--- src/rtl/assert_macros.svh ---
// assert_macros.svh: shorthand macros for concurrent assertions
// used by the wipe blend top level, no other dependencies
`ifndef ASSERT_MACROS_SVH
`define ASSERT_MACROS_SVH

// same-cycle implication, checked out of reset
`define ASSERT_IMPLIES(name, clock, resetn, cond, expr) \
    name: assert property (@(posedge clock) disable iff (!resetn) (cond) |-> (expr)) \
        else $error("same-cycle check failed");

// next-cycle implication, checked out of reset
`define ASSERT_NEXT(name, clock, resetn, cond, expr) \
    name: assert property (@(posedge clock) disable iff (!resetn) (cond) |=> (expr)) \
        else $error("next-cycle check failed");

`endif

--- src/rtl/dsw_pkg.sv ---
// dsw_pkg: shared codes, constants and types of the directional wipe blend
// no dependencies
package dsw_pkg;

    localparam logic OP_PIXEL = 1'b0;
    localparam logic OP_TICK  = 1'b1;

    localparam int CFG_INDEX_BITS = 3;
    localparam logic [CFG_INDEX_BITS-1:0] REG_SPEED        = 3'd0;
    localparam logic [CFG_INDEX_BITS-1:0] REG_DIR_X        = 3'd1;
    localparam logic [CFG_INDEX_BITS-1:0] REG_DIR_Y        = 3'd2;
    localparam logic [CFG_INDEX_BITS-1:0] REG_DIR_Z        = 3'd3;
    localparam logic [CFG_INDEX_BITS-1:0] REG_START        = 3'd4;
    localparam logic [CFG_INDEX_BITS-1:0] REG_END          = 3'd5;
    localparam logic [CFG_INDEX_BITS-1:0] REG_WINDOW_RECIP = 3'd6;

    localparam int SPEED_BITS = 16;
    localparam int DELTA_BITS = 16;
    localparam int DIR_BITS   = 16;
    localparam int RECIP_BITS = 24;
    localparam int INC_BITS   = 24;
    localparam int TIME_BITS  = 17;
    localparam int DIFF_BITS  = 40;
    localparam int FPROD_BITS = 64;

    localparam logic [TIME_BITS-1:0] ONE_Q16 = 17'd65536;
    localparam logic signed [DIFF_BITS-1:0] DIFF_LIMIT = 40'sh40_0000_0000;

    localparam logic [SPEED_BITS-1:0] SPEED_RST = 16'd51;
    localparam logic signed [DIR_BITS-1:0] DIR_X_RST = 16'sd32767;
    localparam logic signed [DIR_BITS-1:0] DIR_Y_RST = 16'sd0;
    localparam logic signed [DIR_BITS-1:0] DIR_Z_RST = 16'sd0;
    localparam logic signed [63:0] START_RST = -64'sd6553600;
    localparam logic signed [63:0] END_RST   = 64'sd6553600;
    localparam logic [RECIP_BITS-1:0] RECIP_RST = 24'd16384;

    typedef struct packed {
        logic full;
        logic empty;
    } q_status_t;

endpackage

--- src/rtl/dsw_queue.sv ---
// dsw_queue: small register fifo between the front and back parts
// depends on dsw_pkg for the status struct
module dsw_queue #(
    parameter int WIDTH = 64,
    parameter int DEPTH = 2
) (
    input  logic                clk,
    input  logic                rst_n,
    input  logic                push,
    input  logic [WIDTH-1:0]    push_data,
    input  logic                pop,
    output logic [WIDTH-1:0]    pop_data,
    output dsw_pkg::q_status_t  status
);

    localparam int AW = $clog2(DEPTH);

    logic [WIDTH-1:0] entry_reg [DEPTH];
    logic [AW-1:0]    wr_ptr_reg;
    logic [AW-1:0]    rd_ptr_reg;
    logic [AW:0]      count_reg;
    logic             do_push;
    logic             do_pop;

    assign status.full  = (count_reg == (AW+1)'(DEPTH));
    assign status.empty = (count_reg == '0);
    assign do_push      = push && !status.full;
    assign do_pop       = pop && !status.empty;
    assign pop_data     = entry_reg[rd_ptr_reg];

    always_ff @(posedge clk)
    begin
        if (do_push)
        begin
            entry_reg[wr_ptr_reg] <= push_data;
        end
    end

    always_ff @(posedge clk or negedge rst_n)
    begin
        if (!rst_n)
        begin
            wr_ptr_reg <= '0;
            rd_ptr_reg <= '0;
            count_reg  <= '0;
        end
        else
        begin
            if (do_push)
            begin
                wr_ptr_reg <= (wr_ptr_reg == AW'(DEPTH-1)) ? '0 : wr_ptr_reg + 1'b1;
            end
            if (do_pop)
            begin
                rd_ptr_reg <= (rd_ptr_reg == AW'(DEPTH-1)) ? '0 : rd_ptr_reg + 1'b1;
            end
            if (do_push && !do_pop)
            begin
                count_reg <= count_reg + 1'b1;
            end
            else if (do_pop && !do_push)
            begin
                count_reg <= count_reg - 1'b1;
            end
        end
    end

endmodule

--- config.mk ---
export PLATFORM = sky130hd
export DESIGN_NAME = dsw_queue
export DESIGN_NICKNAME = d
export VERILOG_FILES = /design/src/rtl/assert_macros.svh /design/src/rtl/dsw_pkg.sv /design/src/rtl/dsw_queue.sv
export SDC_FILE = /design/constraint.sdc
export NUM_CORES = 1
export LEC_CHECK = 0
export ABC_AREA = 1
export ABC_CLOCK_PERIOD_IN_PS = 7250
export BUFFER_PORTS_ARGS = -buffer_cell sky130_fd_sc_hd__buf_4
export CAP_MARGIN = 30
export CORE_MARGIN = 2
export CORE_UTILIZATION = 50
export CTS_CLUSTER_SIZE = 20
export DETAILED_ROUTE_END_ITERATION = 7
export GPL_ROUTABILITY_DRIVEN = 0
export PLACE_DENSITY = 0.78
export SKIP_CTS_REPAIR_TIMING = 1
export SYNTH_ARGS = -nofsm -noshare
export SYNTH_HDL_FRONTEND = slang
export SYNTH_SLANG_ARGS = --single-unit
--- constraint.sdc ---
create_clock -name clk -period 7.25 [get_ports clk]
set_clock_uncertainty 0.05 [all_clocks]
set_input_delay 0 -clock clk [delete_from_list [all_inputs] [get_ports clk]]
set_output_delay 0 -clock clk [all_outputs]
set_load 0.03 [all_outputs]
==> flow_summary.ini <==
[layout]
areaGrowthSynthToFinish_pct = 47.8
largest_reg_flops = 128
fin_util = 0.750
layout.nets = 645
antenna_cells = 0
drive_above_1_share = 0.287

[setup_path]
critPathArrivalTime_ns = 2.43
cp.required_ns = 7.20
cp_slowest_cell = dfrtp_2
cp_max_fo = 39
path_class = register to output pin
critPathLaunchType = register
slowest_delay_ns = 0.61
end_kind = output pin
path_cells = buf_12 > inv_2 > buf_12 > nand2_1 > nand2_1 > buf_4

[place]
portBuffers = 133
dp_hpwl_um = 6120

[cts]
clk_path_buf_depth = 2
root_buffer = clkbuf_8
h-tree-depth = 4
numCtsBuffers = 17
path_clk_slew_ns = 0.06
cts_tree = yes
cts.sinks = 132
clk_latency_ns = 0.50

[global_routing]
grt_pass1_vias = 3101
grt_antenna_before_repair = 0
grt_use_total = 0.185
gr-total-overflow = 0
grt_pass1_wl_um = 14100
grt_max_degree = 55

[min_path]
hold_path_class = input port to register

[sta]
hold_violations = 0
fmax_ghz = 0.403
fin_crit_ns = 2.48
tns_ns = 0
setup_viol = 0
worstMarginPinSlew_ns = 0.727
drv_slew = 0
timing.final.crit_share = 0.342
relSlewSlack = 0.515
rsz0062_at_grt = false

[routing]
drt-initial-drc-count = 104
drc = 0
vias = 3427
ant_nets = 0
wl_um = 10800
wl_per_cell_um = 15.0
vias_per_cell = 4.75
first_pass_iters = 4

[flow_run]
cap_violations = 0

[yosys]
yosysWarnings = 0
syn-num-nets = 435
synthDistinctLibCells = 15
syn_avg_cell_area_um2 = 13.4
ys_ff_latch = 132
synth_cells = 366
synth_area_um2 = 4890
ys_seq_area_frac = 0.807

[run_status]
status = finished, final reports clean

[die]
initial_core_util = 0.507
rows = 36
die_area_um2 = 10600
die_h_um = 103
coreArea_um2 = 9640
die_w_um = 103
io_pins = 134

[pwr]
powerDensity_nw_per_um2 = 427
ir_drop_uv = 260
p_leak_uw = 0.00311
## report_power, final
group | switching [uW] | leakage, uW | total [uW] | internal, uW
combinational | 823 | 0.00161 | 1230 | 404
clock | 290 | 0.000258 | 741 | 451
sequential | 72.1 | 0.00124 | 1120 | 1040
## area by class of cell
| class | count | area [um2] |
|---|---|---|
| clock inverters | 10 | 85.1 |
| well taps | 133 | 166 |
| flip-flops and latches | 132 | 3950 |
| fillers | 630 | 2410 |
| repair buffers | 205 | 1730 |
| multi-input cells | 212 | 832 |
| inverters | 8 | 30.0 |
| clock buffers | 22 | 433 |
## per-stage QoR
stage	cell area [um2]	total power (uW)	setup WS (ns)	hold slack, ns	instances
6_report	7230	3080	4.77	0.156	722
5_1_grt	7230	3230	4.62	0.146	722
4_1_cts	6550	3060	4.73	-0.796	654
3_5_place_dp	6030	2320	4.95	-0.248	622
3_3_place_gp	5990	2280	4.71	-0.250	620
2_1_floorplan	4890	1880	3.45	-0.346	366
## cell usage after synthesis
cell	instances	area share
buf_2	6	0.0061
buf_4	8	0.012
dfrtp_1	4	0.020
edfxtp_1	128	0.79
ha_1	1	0.0026
inv_1	7	0.0054
inv_2	1	0.00077
nand2_1	201	0.15
nand3_1	1	0.0010
nand3b_1	1	0.0015
nand4_1	1	0.0013
nor2_1	2	0.0015
nor2_2	2	0.0026
o21ai_0	2	0.0020
xnor2_1	1	0.0018
## placed cells by master, fill, tap and decap left out, drive strengths merged
cell,count
nand3,1
nand3b,1
nand2,201
nor2,4
dlygate4sd3,68
buf,137
clkbuf,22
ha,1
inv,8
dfrtp,4
edfxtp,128
nand4,1
o21ai,2
clkinv,9
bufinv,1
xnor2,1
## per-layer routing
layer | vias to the layer above | GRT usage | wire, um
li1 | 1651 | - | -
met1 | 1630 | 0.211 | 4250
met2 | 130 | 0.314 | 5720
met3 | 16 | 0.0671 | 682
met4 | 0 | 0.0810 | 149
met5 | - | 0 | 0
## cells by family (layout without fill, tap and decap cells)
family	count (synthesis)	in the layout	synth area share
adders and majority gates	1	1	0.00256
xor gates and xnor gates	1	1	0.00179
AOI/OAI and AO/OA	2	2	0.00205
buffers and inverters	22	245	0.0246
and+or+nand+nor	208	208	0.162
DFF	132	132	0.807
## critical path, delay by kind of cell (launching register included)
family / cells / cell delay (ns)
flip-flops: 1 / 0.61
buffers and inverters: 4 / 1.12
AND/OR/NAND/NOR: 2 / 0.17
## final timing paths
| check | from | end | slack, ns | cells after the start |
|---|---|---|---|---|
| worst max-delay path | rd_ptr_reg$_DFFE_PN0P_ | pop_data[7] | 4.77 | 6 |
| max in group asynchronous | rst_n | rd_ptr_reg$_DFFE_PN0P_ | 6.56 | 3 |
| worst min register to register | wr_ptr_reg$_DFFE_PN0P_ | wr_ptr_reg$_DFFE_PN0P_ | 0.49 | 2 |
| worst max register to register | count_reg[1]$_DFFE_PN0P_ | entry_reg[0][11]$_DFFE_PP_ | 4.98 | 6 |
| worst min-delay path | push_data[20] | entry_reg[0][20]$_DFFE_PP_ | 0.16 | 2 |
| min in group asynchronous | rst_n | rd_ptr_reg$_DFFE_PN0P_ | 0.38 | 3 |
Power figures use the tool's default switching activity.
