===== src/rtl/assert_macros.svh =====
// assert_macros.svh: shorthand macros for concurrent assertions
// used by the wipe blend top level, no other dependencies
`ifndef ASSERT_MACROS_SVH
`define ASSERT_MACROS_SVH

// same-cycle implication, checked out of reset
`define ASSERT_IMPLIES(name, clock, resetn, cond, expr) \
    name: assert property (@(posedge clock) disable iff (!resetn) (cond) |-> (expr)) \
        else $error("same-cycle check failed");

// next-cycle implication, checked out of reset
`define ASSERT_NEXT(name, clock, resetn, cond, expr) \
    name: assert property (@(posedge clock) disable iff (!resetn) (cond) |=> (expr)) \
        else $error("next-cycle check failed");

`endif


===== src/rtl/dsw_pkg.sv =====
// dsw_pkg: shared codes, constants and types of the directional wipe blend
// no dependencies
package dsw_pkg;

    localparam logic OP_PIXEL = 1'b0;
    localparam logic OP_TICK  = 1'b1;

    localparam int CFG_INDEX_BITS = 3;
    localparam logic [CFG_INDEX_BITS-1:0] REG_SPEED        = 3'd0;
    localparam logic [CFG_INDEX_BITS-1:0] REG_DIR_X        = 3'd1;
    localparam logic [CFG_INDEX_BITS-1:0] REG_DIR_Y        = 3'd2;
    localparam logic [CFG_INDEX_BITS-1:0] REG_DIR_Z        = 3'd3;
    localparam logic [CFG_INDEX_BITS-1:0] REG_START        = 3'd4;
    localparam logic [CFG_INDEX_BITS-1:0] REG_END          = 3'd5;
    localparam logic [CFG_INDEX_BITS-1:0] REG_WINDOW_RECIP = 3'd6;

    localparam int SPEED_BITS = 16;
    localparam int DELTA_BITS = 16;
    localparam int DIR_BITS   = 16;
    localparam int RECIP_BITS = 24;
    localparam int INC_BITS   = 24;
    localparam int TIME_BITS  = 17;
    localparam int DIFF_BITS  = 40;
    localparam int FPROD_BITS = 64;

    localparam logic [TIME_BITS-1:0] ONE_Q16 = 17'd65536;
    localparam logic signed [DIFF_BITS-1:0] DIFF_LIMIT = 40'sh40_0000_0000;

    localparam logic [SPEED_BITS-1:0] SPEED_RST = 16'd51;
    localparam logic signed [DIR_BITS-1:0] DIR_X_RST = 16'sd32767;
    localparam logic signed [DIR_BITS-1:0] DIR_Y_RST = 16'sd0;
    localparam logic signed [DIR_BITS-1:0] DIR_Z_RST = 16'sd0;
    localparam logic signed [63:0] START_RST = -64'sd6553600;
    localparam logic signed [63:0] END_RST   = 64'sd6553600;
    localparam logic [RECIP_BITS-1:0] RECIP_RST = 24'd16384;

    typedef struct packed {
        logic full;
        logic empty;
    } q_status_t;

endpackage


===== src/rtl/dsw_front.sv =====
// dsw_front: accepts items, forms tick increment and projected distance
// depends on dsw_pkg; feeds dsw_queue
module dsw_front #(
    parameter int POSITION_BITS = 32,
    parameter int COLOR_BITS    = 8
) (
    input  logic                                   clk,
    input  logic                                   rst_n,
    input  logic                                   in_valid,
    output logic                                   in_stall,
    input  logic                                   operation,
    input  logic [dsw_pkg::DELTA_BITS-1:0]         frame_delta,
    input  logic signed [POSITION_BITS-1:0]        pos_x,
    input  logic signed [POSITION_BITS-1:0]        pos_y,
    input  logic signed [POSITION_BITS-1:0]        pos_z,
    input  logic [COLOR_BITS-1:0]                  new_red,
    input  logic [COLOR_BITS-1:0]                  new_green,
    input  logic [COLOR_BITS-1:0]                  new_blue,
    input  logic [COLOR_BITS-1:0]                  old_red,
    input  logic [COLOR_BITS-1:0]                  old_green,
    input  logic [COLOR_BITS-1:0]                  old_blue,
    input  logic [dsw_pkg::SPEED_BITS-1:0]         speed,
    input  logic signed [dsw_pkg::DIR_BITS-1:0]    dir_x,
    input  logic signed [dsw_pkg::DIR_BITS-1:0]    dir_y,
    input  logic signed [dsw_pkg::DIR_BITS-1:0]    dir_z,
    input  dsw_pkg::q_status_t                     q_status,
    output logic                                   push,
    output logic [1+dsw_pkg::INC_BITS+POSITION_BITS+3+6*COLOR_BITS-1:0] push_data
);

    localparam int PROD_BITS = POSITION_BITS + dsw_pkg::DIR_BITS;
    localparam int DIST_BITS = POSITION_BITS + 3;
    localparam int DMUL_BITS = 2 * dsw_pkg::DELTA_BITS;

    logic                          valid_reg;
    logic                          op_reg;
    logic [dsw_pkg::INC_BITS-1:0]  inc_reg;
    logic signed [PROD_BITS-1:0]   prod_x_reg;
    logic signed [PROD_BITS-1:0]   prod_y_reg;
    logic signed [PROD_BITS-1:0]   prod_z_reg;
    logic [6*COLOR_BITS-1:0]       color_reg;
    logic                          accept;
    logic [DMUL_BITS-1:0]          delta_prod;
    logic signed [PROD_BITS-1:0]   sh_x;
    logic signed [PROD_BITS-1:0]   sh_y;
    logic signed [PROD_BITS-1:0]   sh_z;
    logic signed [DIST_BITS-1:0]   proj_dist;

    assign in_stall   = valid_reg && q_status.full;
    assign accept     = in_valid && !in_stall;
    assign push       = valid_reg && !q_status.full;
    assign delta_prod = DMUL_BITS'(frame_delta) * DMUL_BITS'(speed);

    // floor shift of each q16.16 x q1.15 product back to q16.16
    assign sh_x = prod_x_reg >>> 15;
    assign sh_y = prod_y_reg >>> 15;
    assign sh_z = prod_z_reg >>> 15;
    assign proj_dist = DIST_BITS'(sh_x) + DIST_BITS'(sh_y) + DIST_BITS'(sh_z);

    assign push_data = {op_reg, inc_reg, proj_dist, color_reg};

    always_ff @(posedge clk)
    begin
        if (accept)
        begin
            op_reg     <= operation;
            inc_reg    <= dsw_pkg::INC_BITS'(delta_prod >> 8);
            prod_x_reg <= pos_x * dir_x;
            prod_y_reg <= pos_y * dir_y;
            prod_z_reg <= pos_z * dir_z;
            color_reg  <= {new_red, new_green, new_blue, old_red, old_green, old_blue};
        end
    end

    always_ff @(posedge clk or negedge rst_n)
    begin
        if (!rst_n)
        begin
            valid_reg <= 1'b0;
        end
        else if (accept)
        begin
            valid_reg <= 1'b1;
        end
        else if (push)
        begin
            valid_reg <= 1'b0;
        end
    end

endmodule


===== config.mk =====
export PLATFORM = sky130hd
export DESIGN_NAME = dsw_front
export DESIGN_NICKNAME = d
export VERILOG_FILES = /design/src/rtl/assert_macros.svh /design/src/rtl/dsw_pkg.sv /design/src/rtl/dsw_front.sv
export SDC_FILE = /design/constraint.sdc
export NUM_CORES = 2
export LEC_CHECK = 0
export BUFFER_PORTS_ARGS = -buffer_cell sky130_fd_sc_hd__buf_2
export CAP_MARGIN = 10
export CORE_ASPECT_RATIO = 0.75
export CORE_MARGIN = 10
export CORE_UTILIZATION = 45
export CTS_CLUSTER_DIAMETER = 120
export DETAILED_ROUTE_END_ITERATION = 12
export GPL_TIMING_DRIVEN = 0
export PLACE_DENSITY = 0.68
export SYNTH_ARGS = -nofsm -noshare
export SYNTH_HDL_FRONTEND = slang
export SYNTH_SLANG_ARGS = --single-unit

===== constraint.sdc =====
create_clock -name clk -period 20.2 [get_ports clk]
set_input_delay 3.03 -clock clk [delete_from_list [all_inputs] [get_ports clk]]
set_output_delay 3.03 -clock clk [all_outputs]
set_load 0.1 [all_outputs]

==> impl_metrics.csv <==
group,metric,value,unit
clock_tree,post-cts-setup-buffers,0,
setup_path,timing.critical_path.from_type,"input pin",
logic_synthesis,synthesis.area,67190,um2
logic_synthesis,ys.warnings.count,0,
sta,hold_viol_final,0,
setup_path,critPathMaxFanout,10,
logic_synthesis,synth_top_flop_cell,"edfxtp_1",
job,max_cap_violations,0,
setup_path,worstPathArrival,11.22,ns
routing,dr.pass1.iters,6,
routing,wl_per_cell,21.13,um
finish,fraction_of_layout_cells_with_a_size_suffix_above_1,5.511,%
clock_tree,cts_buffers,17,
sta,min_period_over_period,54.44,%
routing,avgViaCountPerCell,5.204,
clock_tree,worst_setup_hold_path_clk_slew,0.09,ns
setup_path,cp-end-kind,"flop",
global_route,grt_first_pass_wirelength,318.4,mm
logic_synthesis,share_of_synthesized_registers_carrying_an_async_set_or_reset,0.5780,%
sta,max_clock_freq,90.93,MHz
clock_tree,ctsResizeCount,0,
floorplan,dieArea,165300,um2
floorplan,fp.dieW,466.2,um
logic_synthesis,yosys_register_bits,173,
logic_synthesis,yosys-top-cells-count,"1884 x inv_1, 1682 x fa_1, 1055 x nand2_1",
place,dpl.hpwl,175.9,mm
floorplan,die_height,354.6,um
clock_tree,post_cts_hold_buffer_count,0,
global_route,first_global_vias,53150,
logic_synthesis,synthTopCellsByArea,"fa_1 50%, inv_1 11%, ha_1 8.7%",
setup_path,reg2reg_setup_slack,18.15,ns
sta,fin_hold_ws,0.6941,ns
sta,tns,0,ns
clock_tree,tritoncts_num_sinks,173,
clock_tree,ctsHtreeMaxLevel,4,
global_route,gr-usage-all-layers,24.95,%
clock_tree,clock_insertion_delay_at_the_later_pin_of_the_skew_report,0.54,ns
logic_synthesis,synth_top_area_share,50.12,%
sta,timing.clock.skew,0.02429,ns
logic_synthesis,number_of_flops_mapped_to_enable_cells_by_yosys,172,
clock_tree,root_buffer,"clkbuf_16",
run_status,outcome,"completed",
sta,maxSlewHeadroom,32.81,%
floorplan,core-area,147900,um2
finish,largest_reg_flops,48,
routing,drc_errors,0,
routing,via_count,49660,
global_route,antenna_found_initial,9,
routing,postRouteWirelength,201.7,mm
sta,rsz0062_at_grt,"no",
setup_path,critPathRequiredTime,20.42,ns
worst_hold_path,timing.hold.worst.class,"reg -> reg",
logic_synthesis,mappedNetlistNets,9552,
logic_synthesis,post_synth_inst_count,7173,
finish,design.final.nets,9915,
routing,iteration_0_drc_count_of_the_detailed_router,4154,
global_route,grt_start_max_net_pins,34,
clock_tree,tritoncts,"done",
global_route,grt_overflow_total,0,
setup_path,criticalPathCategory,"in -> reg",
logic_synthesis,post_synth_num_cell_types,76,
sta,post-route-min-period,11.00,ns
clock_tree,cts_max_path_buffers,2,
finish,fillers,13900,
logic_synthesis,yosys.cell_count.top_type,"inv_1",
floorplan,starting_utilization_of_the_core_area,45.42,%
finish,flow.area_growth_from_synthesis,7.414,%
logic_synthesis,syn_avg_cell_area,9.367,um2
logic_synthesis,synth_seq_area_share,7.725,%
sta,tightest_slew,1.008,ns
place,place.gp.congestion,1.005,
sta,report.final.slew_viol_count,0,
place,port-buffer-count,338,
sta,final-setup-viol-count,0,
floorplan,ioPinCount,340,
routing,ant_nets,0,
floorplan,num_rows,122,
logic_synthesis,yosys.area.top_type,"fa_1",
==> final timing paths <==
path | from | endpoint | depth (start not counted)
min reg2reg | valid_reg | valid_reg | 2
max reg2reg | valid_reg | prod_y_reg[16] | 5
max in group asynchronous | rst_n | valid_reg | 1
min | valid_reg | valid_reg | 2
max | dir_y[10] | prod_y_reg[47] | 23
min in group asynchronous | rst_n | valid_reg | 1
==> cells by family (layout without fill, tap and decap cells) <==
kind of cell	count (synthesis)	in the layout	share of synthesized area (%)
adder cells (fa/ha/maj)	2149	2149	58.81
multiplexers	1	1	0.01676
XOR/XNOR	162	162	2.112
AO/OA/AOI/OAI	424	424	4.291
AND/OR/NAND/NOR	2094	2094	14.91
other	0	10	0
flip-flops	173	173	7.725
buffers and inverters	2170	2546	12.13
==> layer usage <==
| layer | share of wire [%] | track usage, % | vias up |
|---|---|---|---|
| met2 | 42 | 35.93 | 2271 |
| met1 | 44 | 36.09 | 25530 |
| met5 | 0.055 | 0.3495 | - |
| met3 | 11 | 7.707 | 306 |
| li1 | - | - | 21550 |
| met4 | 3.3 | 7.108 | 6 |
==> cells in the final DEF (no fill, tap or decap), types with 83 or more instances in the layout <==
cell         n
nor2_1     173
inv_1     1884
a21o_1      83
nand2_1   1055
xnor2_1    125
clkbuf_1   277
ha_1       467
and2_1     691
edfxtp_1   172
a21oi_1    122
fa_1      1682
buf_2      338
==> area by class of cell <==
cell class                 instances  area, um2  share of cell area, %
clock buffer                      17      425.4                 0.5895
tap                             1984       2482                  3.440
antenna                           10      25.02                0.03467
buffer                           283       1066                  1.477
sequential                       173       5190                  7.192
clock inverter                    15      229.0                 0.3173
timing repair buffer             344       1812                  2.510
multi-input combinational       4830      53860                  74.63
inverter                        1887       7083                  9.815
==> critical path: stages <==
cell      delay (ns)
buf_2           0.14
clkbuf_1        0.68
nand2_1         0.18
fa_1            0.57
inv_1           0.06
fa_1            0.60
fa_1            0.46
fa_1            0.46
fa_1            0.49
inv_1           0.05
fa_1            0.47
inv_1           0.05
ha_1            0.35
a21oi_1         0.11
o211ai_1        0.45
a31oi_1         0.19
a21oi_1         0.51
nor2_1          0.20
o31ai_1         0.75
a31oi_1         0.33
o21ai_1         0.28
nor2_1          0.08
xnor2_1         0.71
==> metrics by stage <==
step	setup WS, ns	cell area [um2]	cells	utilization [%]
detailed placement	8.746	71490	9501	48.33
global route	8.978	72150	9537	48.78
finish	9.203	72170	9543	48.79
global placement	3.701	71360	9495	48.24
CTS	9.321	72140	9533	48.77
floorplan	8.276	67190	7173	-
Power is left out: the tool's default activity adds up to more than one toggle a clock period on the data nets, which glitch-free logic cannot reach.
